**src/mf3_pkg.sv**
```systemverilog
// Shared types and constants of the 3x3 median filter.
// No dependencies; mf3_if, the core and mf3_sort refer to this package.
package mf3_pkg;

    localparam int PIXEL_W      = 8;
    localparam int COORD_W      = 10;
    localparam int CFG_W        = 11;
    localparam int CFG_IDX_W    = 8;
    localparam int NB_PIXELS    = 9;
    localparam int MIN_DIM      = 3;
    localparam int RESET_DIM    = 256;
    localparam int HEIGHT_LIMIT = 1024;

    localparam logic [CFG_IDX_W-1:0] REG_FRAME_WIDTH  = 8'd0;
    localparam logic [CFG_IDX_W-1:0] REG_FRAME_HEIGHT = 8'd1;

    typedef logic [PIXEL_W-1:0] t_pixel;
    typedef logic [COORD_W-1:0] t_coord;
    typedef logic [CFG_W-1:0]   t_dim;

    typedef t_pixel [NB_PIXELS-1:0] t_nbhd;

    typedef struct packed {
        t_coord col;
        t_coord row;
        logic   last;
    } t_tag;

endpackage

```
**src/mf3_if.sv**
```systemverilog


interface mf3_result_if;
    logic            valid;
    logic            ready;
    mf3_pkg::t_pixel median_value;
    mf3_pkg::t_coord centre_column;
    mf3_pkg::t_coord centre_row;
    logic            frame_last;

    modport source (output valid, output median_value, output centre_column,
                    output centre_row, output frame_last, input ready);
    modport sink   (input valid, input median_value, input centre_column,
                    input centre_row, input frame_last, output ready);
endinterface


```
**src/mf3_sort.sv**
```systemverilog
// Pipelined nine-input median network with output register.
// Depends on mf3_pkg and mf3_result_if.
module mf3_sort (
    input  logic                 i_clk,
    input  logic                 i_rst_n,
    input  logic                 i_valid,
    output logic                 o_ready,
    input  mf3_pkg::t_nbhd       i_nbhd,
    input  mf3_pkg::t_tag        i_tag,
    mf3_result_if.source         o_res
);

    function automatic mf3_pkg::t_pixel min2(mf3_pkg::t_pixel a, mf3_pkg::t_pixel b);
        return (a < b) ? a : b;
    endfunction

    function automatic mf3_pkg::t_pixel max2(mf3_pkg::t_pixel a, mf3_pkg::t_pixel b);
        return (a > b) ? a : b;
    endfunction

    function automatic mf3_pkg::t_pixel med3(mf3_pkg::t_pixel a, mf3_pkg::t_pixel b,
                                             mf3_pkg::t_pixel c);
        return max2(min2(a, b), min2(max2(a, b), c));
    endfunction

    logic               r_v2, r_v3, r_vo;
    mf3_pkg::t_pixel    r_lo [3];
    mf3_pkg::t_pixel    r_md [3];
    mf3_pkg::t_pixel    r_hi [3];
    mf3_pkg::t_tag      r_tag2, r_tag3, r_tago;
    mf3_pkg::t_pixel    r_a, r_b, r_c, r_med;
    logic               ld_2, ld_3, ld_o;

    assign ld_o    = r_v3 && (!r_vo || o_res.ready);
    assign ld_3    = r_v2 && (!r_v3 || ld_o);
    assign o_ready = !r_v2 || ld_3;
    assign ld_2    = i_valid && o_ready;

    always_ff @(posedge i_clk) begin
        if (!i_rst_n) begin
            r_v2 <= 1'b0;
            r_v3 <= 1'b0;
            r_vo <= 1'b0;
        end else begin
            if (ld_2) begin
                r_v2 <= 1'b1;
            end else if (ld_3) begin
                r_v2 <= 1'b0;
            end
            if (ld_3) begin
                r_v3 <= 1'b1;
            end else if (ld_o) begin
                r_v3 <= 1'b0;
            end
            if (ld_o) begin
                r_vo <= 1'b1;
            end else if (o_res.ready) begin
                r_vo <= 1'b0;
            end
        end
    end

    always_ff @(posedge i_clk) begin
        if (ld_2) begin
            for (int k = 0; k < 3; k++) begin
                r_lo[k] <= min2(min2(i_nbhd[3*k], i_nbhd[3*k+1]), i_nbhd[3*k+2]);
                r_md[k] <= med3(i_nbhd[3*k], i_nbhd[3*k+1], i_nbhd[3*k+2]);
                r_hi[k] <= max2(max2(i_nbhd[3*k], i_nbhd[3*k+1]), i_nbhd[3*k+2]);
            end
            r_tag2 <= i_tag;
        end
        if (ld_3) begin
            r_a    <= max2(max2(r_lo[0], r_lo[1]), r_lo[2]);
            r_b    <= med3(r_md[0], r_md[1], r_md[2]);
            r_c    <= min2(min2(r_hi[0], r_hi[1]), r_hi[2]);
            r_tag3 <= r_tag2;
        end
        if (ld_o) begin
            r_med  <= med3(r_a, r_b, r_c);
            r_tago <= r_tag3;
        end
    end

    assign o_res.valid         = r_vo;
    assign o_res.median_value  = r_med;
    assign o_res.centre_column = r_tago.col;
    assign o_res.centre_row    = r_tago.row;
    assign o_res.frame_last    = r_tago.last;

endmodule
```
**src/flat_wrapper.sv**
```systemverilog
// flat-port wrapper written by rule: the top's interface ports become plain ports
module mf3_sort_flat 
  (i_clk, i_rst_n, i_valid, o_ready, i_nbhd, i_tag, o_res_valid, o_res_median_value, o_res_centre_column, o_res_centre_row, o_res_frame_last, o_res_ready);
  mf3_result_if o_res_i ();
  input  logic i_clk;
  input  logic i_rst_n;
  input  logic i_valid;
  output logic o_ready;
  input  mf3_pkg::t_nbhd i_nbhd;
  input  mf3_pkg::t_tag i_tag;
  output wire logic [$bits(o_res_i.valid)-1:0] o_res_valid;
  output wire logic [$bits(o_res_i.median_value)-1:0] o_res_median_value;
  output wire logic [$bits(o_res_i.centre_column)-1:0] o_res_centre_column;
  output wire logic [$bits(o_res_i.centre_row)-1:0] o_res_centre_row;
  output wire logic [$bits(o_res_i.frame_last)-1:0] o_res_frame_last;
  input wire logic [$bits(o_res_i.ready)-1:0] o_res_ready;
  assign o_res_valid = o_res_i.valid;
  assign o_res_median_value = o_res_i.median_value;
  assign o_res_centre_column = o_res_i.centre_column;
  assign o_res_centre_row = o_res_i.centre_row;
  assign o_res_frame_last = o_res_i.frame_last;
  assign o_res_i.ready = o_res_ready;
  mf3_sort u_core (.i_clk(i_clk), .i_rst_n(i_rst_n), .i_valid(i_valid), .o_ready(o_ready), .i_nbhd(i_nbhd), .i_tag(i_tag), .o_res(o_res_i));
endmodule
```
**config.mk**
```make
export PLATFORM = sky130hd
export DESIGN_NAME = mf3_sort_flat
export DESIGN_NICKNAME = d
export VERILOG_FILES = /design/src/mf3_pkg.sv /design/src/mf3_if.sv /design/src/mf3_sort.sv /design/src/flat_wrapper.sv
export SDC_FILE = /design/constraint.sdc
export NUM_CORES = 1
export LEC_CHECK = 0
export BUFFER_PORTS_ARGS = -buffer_cell sky130_fd_sc_hd__buf_4
export CAP_MARGIN = 5
export CORE_MARGIN = 2
export CORE_UTILIZATION = 35
export CTS_BUF_LIST = sky130_fd_sc_hd__clkbuf_8
export DETAILED_ROUTE_END_ITERATION = 6
export GPL_TIMING_DRIVEN = 0
export SYNTH_ARGS = -nofsm -noshare
export SYNTH_HDL_FRONTEND = slang
export SYNTH_SLANG_ARGS = --single-unit
```
**constraint.sdc**
```tcl
create_clock -name i_clk -period 8.7 [get_ports i_clk]
set_input_delay 1.74 -clock i_clk [delete_from_list [all_inputs] [get_ports i_clk]]
set_output_delay 1.74 -clock i_clk [all_outputs]
set_load 0.03 [all_outputs]
```
# == Word level (Yosys, flattened, before mapping) ==
# Memories as Yosys holds them, arrays and structs flattened.
# Cells that the tools add are included.
# totals
regBits,98
ramBits,72
inputBits,97
output_inout_bits,31
elab_cells,99
n_memories,3
# memory_table
name,depth,word_bits,rd,rd_ports_with_merged_regs,write_ports,line,rtl
u_core.r_hi,3,8,3,0,3,mf3_sort.sv:29,mf3_pkg::t_pixel r_hi [3];
u_core.r_lo,3,8,3,0,3,mf3_sort.sv:27,mf3_pkg::t_pixel r_lo [3];
u_core.r_md,3,8,3,0,3,mf3_sort.sv:28,mf3_pkg::t_pixel r_md [3];
# classes
magnitude_cmp,30
muxes,38
n_reduce_logical,12
# op_table
operator,count
$mux 8,30
$gt 8x8->1,15
$lt 8x8->1,15
$mux 1,8
$reduce_bool 2->1,3
$logic_and 1x1->1,3
$logic_not 1->1,3
$logic_or 1x1->1,3

# == Longest topological paths before layout ==
# logic_depth
word_depth,9
mapped_depth,27
depth_no_buf,24

# == Worst setup path before layout ==
# Ideal clock, no wire load.
# synth_path
kind,input to register
from,in o_res_ready
to,"mem u_core.r_hi[0][0] in the netlist's numbering, enable pin"
setup_ns,0.600
arrival_ns,6.504
required_ns,8.100
slack_ns,1.596
cell_stages,2
path_buffers,0
path_cell_list,nor2b_1 -> a31oi_1
# synth_rtl
element,line,rtl
from (decl),flat_wrapper.sv:16,input wire logic [$bits(o_res_i.ready)-1:0] o_res_ready;
to (decl),mf3_sort.sv:29,

==> impl_metrics.yaml <==
run_status:
  status: "complete, no violations"
global_routing:
  grt_max_degree: 32
  track_usage_pct: 15.1
  gr-max-usage-layer: "met2"
  use_met1_pct: 19.9
  grt_pass1_wl_um: 43000
  grt-ovfl-total: 0
  grt_pass1_vias: 8235
  grtUsageMet3_pct: 2.30
  grtUsageMet2_pct: 26.3
  antenna_found_initial: 1
hold_path:
  min_from: "u_core.r_tag2[20]$_DFFE_PP_"
  hold_class: "flip-flop to flip-flop"
die:
  coreArea_um2: 33600
  row_count: 67
  dieArea_um2: 35700
  ios: 128
  dieWidth_um: 189
  start_util_pct: 35.6
  die_h_um: 189
power:
  powerDensity_nw_per_um2: 267
  leakage_nw: 6.24
  finalPower_w: 0.00375
  ir_worst_vdd_mv: 0.198
critical_path:
  start_kind: "input port"
  path_max_fanout: 10
  worstPathArrival_ns: 7.04
  r2r_start: "u_core.r_md[0][9]$_DFFE_PP_"
  critPathLaunch: "i_nbhd[26]"
  end_kind: "flip-flop"
  cp_slowest_cell: "o21ai_1"
  worstSetupPathType: "input port to flip-flop"
  cpPeakStageDelay_ns: 0.78
  path_cells: "buf_4, ha_1, nand3_1, o221ai_1, a221o_1, buf_6, a21boi_4, mux2_2, ha_1, nor2b_1, o21ai_0, nand2b_1, a21oi_1, o21ai_1, mux2_2, ha_1, nor2b_1, o21ai_0, a21oi_1, o21bai_1, a21oi_1, clkbuf_1, o21ai_0"
  cp.buffers_inverters: 3
  cp.required_ns: 8.84
  cpLargestDelayFamily: "compound AO/OA/AOI/OAI gates"
clocking:
  clkSinkCount: 170
  cts_tree: "built"
  cts_root_buffer: "clkbuf_8"
  path_clk_slew_ns: 0.11
  cts_setup_buffers: 0
  hold_buffers: 0
  h-tree-depth: 4
  clock_latency_ns: 0.46
  cts_buffers: 17
  postCtsResizedCells: 0
  clk_path_buf_depth: 2
route:
  first_iter_violations: 477
  vias: 8106
  drc: 0
  wl_per_cell_um: 15.9
  via_per_inst: 4.94
  antenna_left: 0
  drtPass1Iterations: 4
  wl_um: 26100
finish:
  diodes: 0
  nNetsFinal: 1447
  drive_gt1_share_pct: 27.2
  synthToLayoutAreaGrowth_pct: 17.0
  fin_util_pct: 41.7
synth:
  synth-edff-count: 167
  ys.flop_type: "edfxtp_1"
  synth_top_family_by_area: "multiplexers"
  yosysMostFrequentCell: "ha_1"
  synth_area_leaders: "edfxtp_1 42%, ha_1 18%, mux2_2 13%"
  synth.area.mux_share_pct: 18.1
  synth_seq_cells: 170
  synthArstFlopShare_pct: 0
  synth-compound-area-share_pct: 10.8
  synth_top_area_cell: "edfxtp_1"
  yosysTopAreaCellShare_pct: 41.9
  synth.avg_cell_area_um2: 11.6
  synthCells: 1031
  synth_fp_nets: 1297
  synth_commonest_cells: "169 x ha_1, 167 x edfxtp_1, 137 x mux2_2"
  yosys.area_share.simple_pct: 6.53
  yosys.area_share.adder_pct: 17.7
  synth_cell_type_count: 56
  yosys.area_share.xor_xnor_pct: 0
  synth_area_um2: 12000
  ys_seq_area_share_pct: 42.4
  ys.warnings.count: 0
placement:
  gp_congestion: 0.806
  hpwl_um: 21400
  port_buffers: 127
  preCtsSetupSlack_ns: 1.35
sta:
  relSlewSlack_pct: 32.8
  fmax_ghz: 0.145
  hold_violations: 0
  finalSetupTns_ns: 0
  maxSlewViolCount: 0
  period_needed_ns: 6.91
  clock_skew_ns: 0.0194
  rsz0062_at_grt: "no"
  finalCritPeriodShare_pct: 79.4
  worst-slew-pin-transition_ns: 1.00
  setup_ws_ns: 1.79
  finalSetupViolCount: 0
run:
  cap_violations: 0
## worst paths after layout
kind,slack [ns],depth (start not counted),endpoint
max reg2reg,2.94,19,u_core.r_b[2]$_DFFE_PP_
min reg2reg,0.41,0,u_core.r_tag3[20]$_DFFE_PP_
max,1.79,23,u_core.r_md[0][13]$_DFFE_PP_
min,0.41,0,u_core.r_tag3[20]$_DFFE_PP_
## power breakdown
part	internal [W]	switching (W)	leakage (nW)	total (W)
clock network	0.000220	0.000348	0.198	0.000568
registers	0.00113	0.0000843	1.62	0.00121
logic	0.000897	0.00107	4.42	0.00197
## cells in the final DEF (no fill, tap or decap), types with 3 or more instances in the layout
cell type | netlist | final
mux2i_1 | 59 | 59
nand2_1 | 49 | 49
ha_1 | 169 | 169
clkbuf_8 | 0 | 17
edfxtp_1 | 167 | 167
nor2_1 | 25 | 25
mux2_2 | 137 | 137
a221o_1 | 3 | 3
nand3_1 | 14 | 14
a21oi_1 | 44 | 44
clkbuf_1 | 6 | 6
o21ai_1 | 5 | 5
nor3_1 | 5 | 5
nor2b_1 | 18 | 17
dfxtp_1 | 3 | 3
inv_1 | 130 | 130
inv_8 | 0 | 5
o211ai_1 | 3 | 3
buf_4 | 0 | 127
o21a_1 | 15 | 15
o21ai_0 | 59 | 59
buf_12 | 0 | 4
a31oi_4 | 2 | 3
nand2b_1 | 6 | 6
buf_2 | 5 | 5
a21o_1 | 37 | 37
a211oi_1 | 6 | 6
o21bai_1 | 3 | 3
nand4_1 | 20 | 20
clkinv_8 | 0 | 3
and3_1 | 5 | 5
## worst register-to-register path: cells and delay by family (launching register included)
kind,cells,cell delay (ns)
DFF,1,0.45
muxes,2,0.62
and+or+nand+nor,3,0.75
adders and majority gates,3,0.85
buffers and inverters,2,0.48
AOI/OAI and AO/OA,9,2.34
## routing by layer
metal	part of all wire, %	routed length [µm]
met4	0.89	233
met2	50	13000
met5	0.073	19
met3	2.5	643
met1	47	12200
## state kept, by name (all words and copies together), names as in the netlist, 8 cells and up
register,cells
u_core.r_hi,24
u_core.r_lo,24
u_core.r_md,24
u_core.r_tag2,21
u_core.r_tag3,21
u_core.o_res.centre_column,10
u_core.o_res.centre_row,10
u_core.o_res.median_value,8
u_core.r_a,8
u_core.r_b,8
u_core.r_c,8
## kinds of logic (layout without fill, tap and decap cells)
group,Yosys count,in the layout
fa+ha+maj,169,169
buf+inv,142,305
compound gates,197,197
flops,170,170
mux,198,198
simple gates,155,155
## final cells by class
class / instances / area [µm²]
sequential: 170 / 5070
fill: 3154 / 19600
clock buffer: 17 / 234
timing repair buffer: 131 / 1030
multi-input combinational: 719 / 6390
buffer: 12 / 58.8
tap: 448 / 561
inverter: 130 / 488
clock inverter: 15 / 171
## stage by stage
stage	area [µm²]	instances	hold slack (ns)
floorplan	12000	1031	0.400
global placement	13500	1606	0.400
detailed placement	13600	1610	0.405
CTS	14000	1642	0.413
global route	14000	1642	0.427
finish	14000	1642	0.413
No activity file was read; power rests on OpenSTA's default activity.
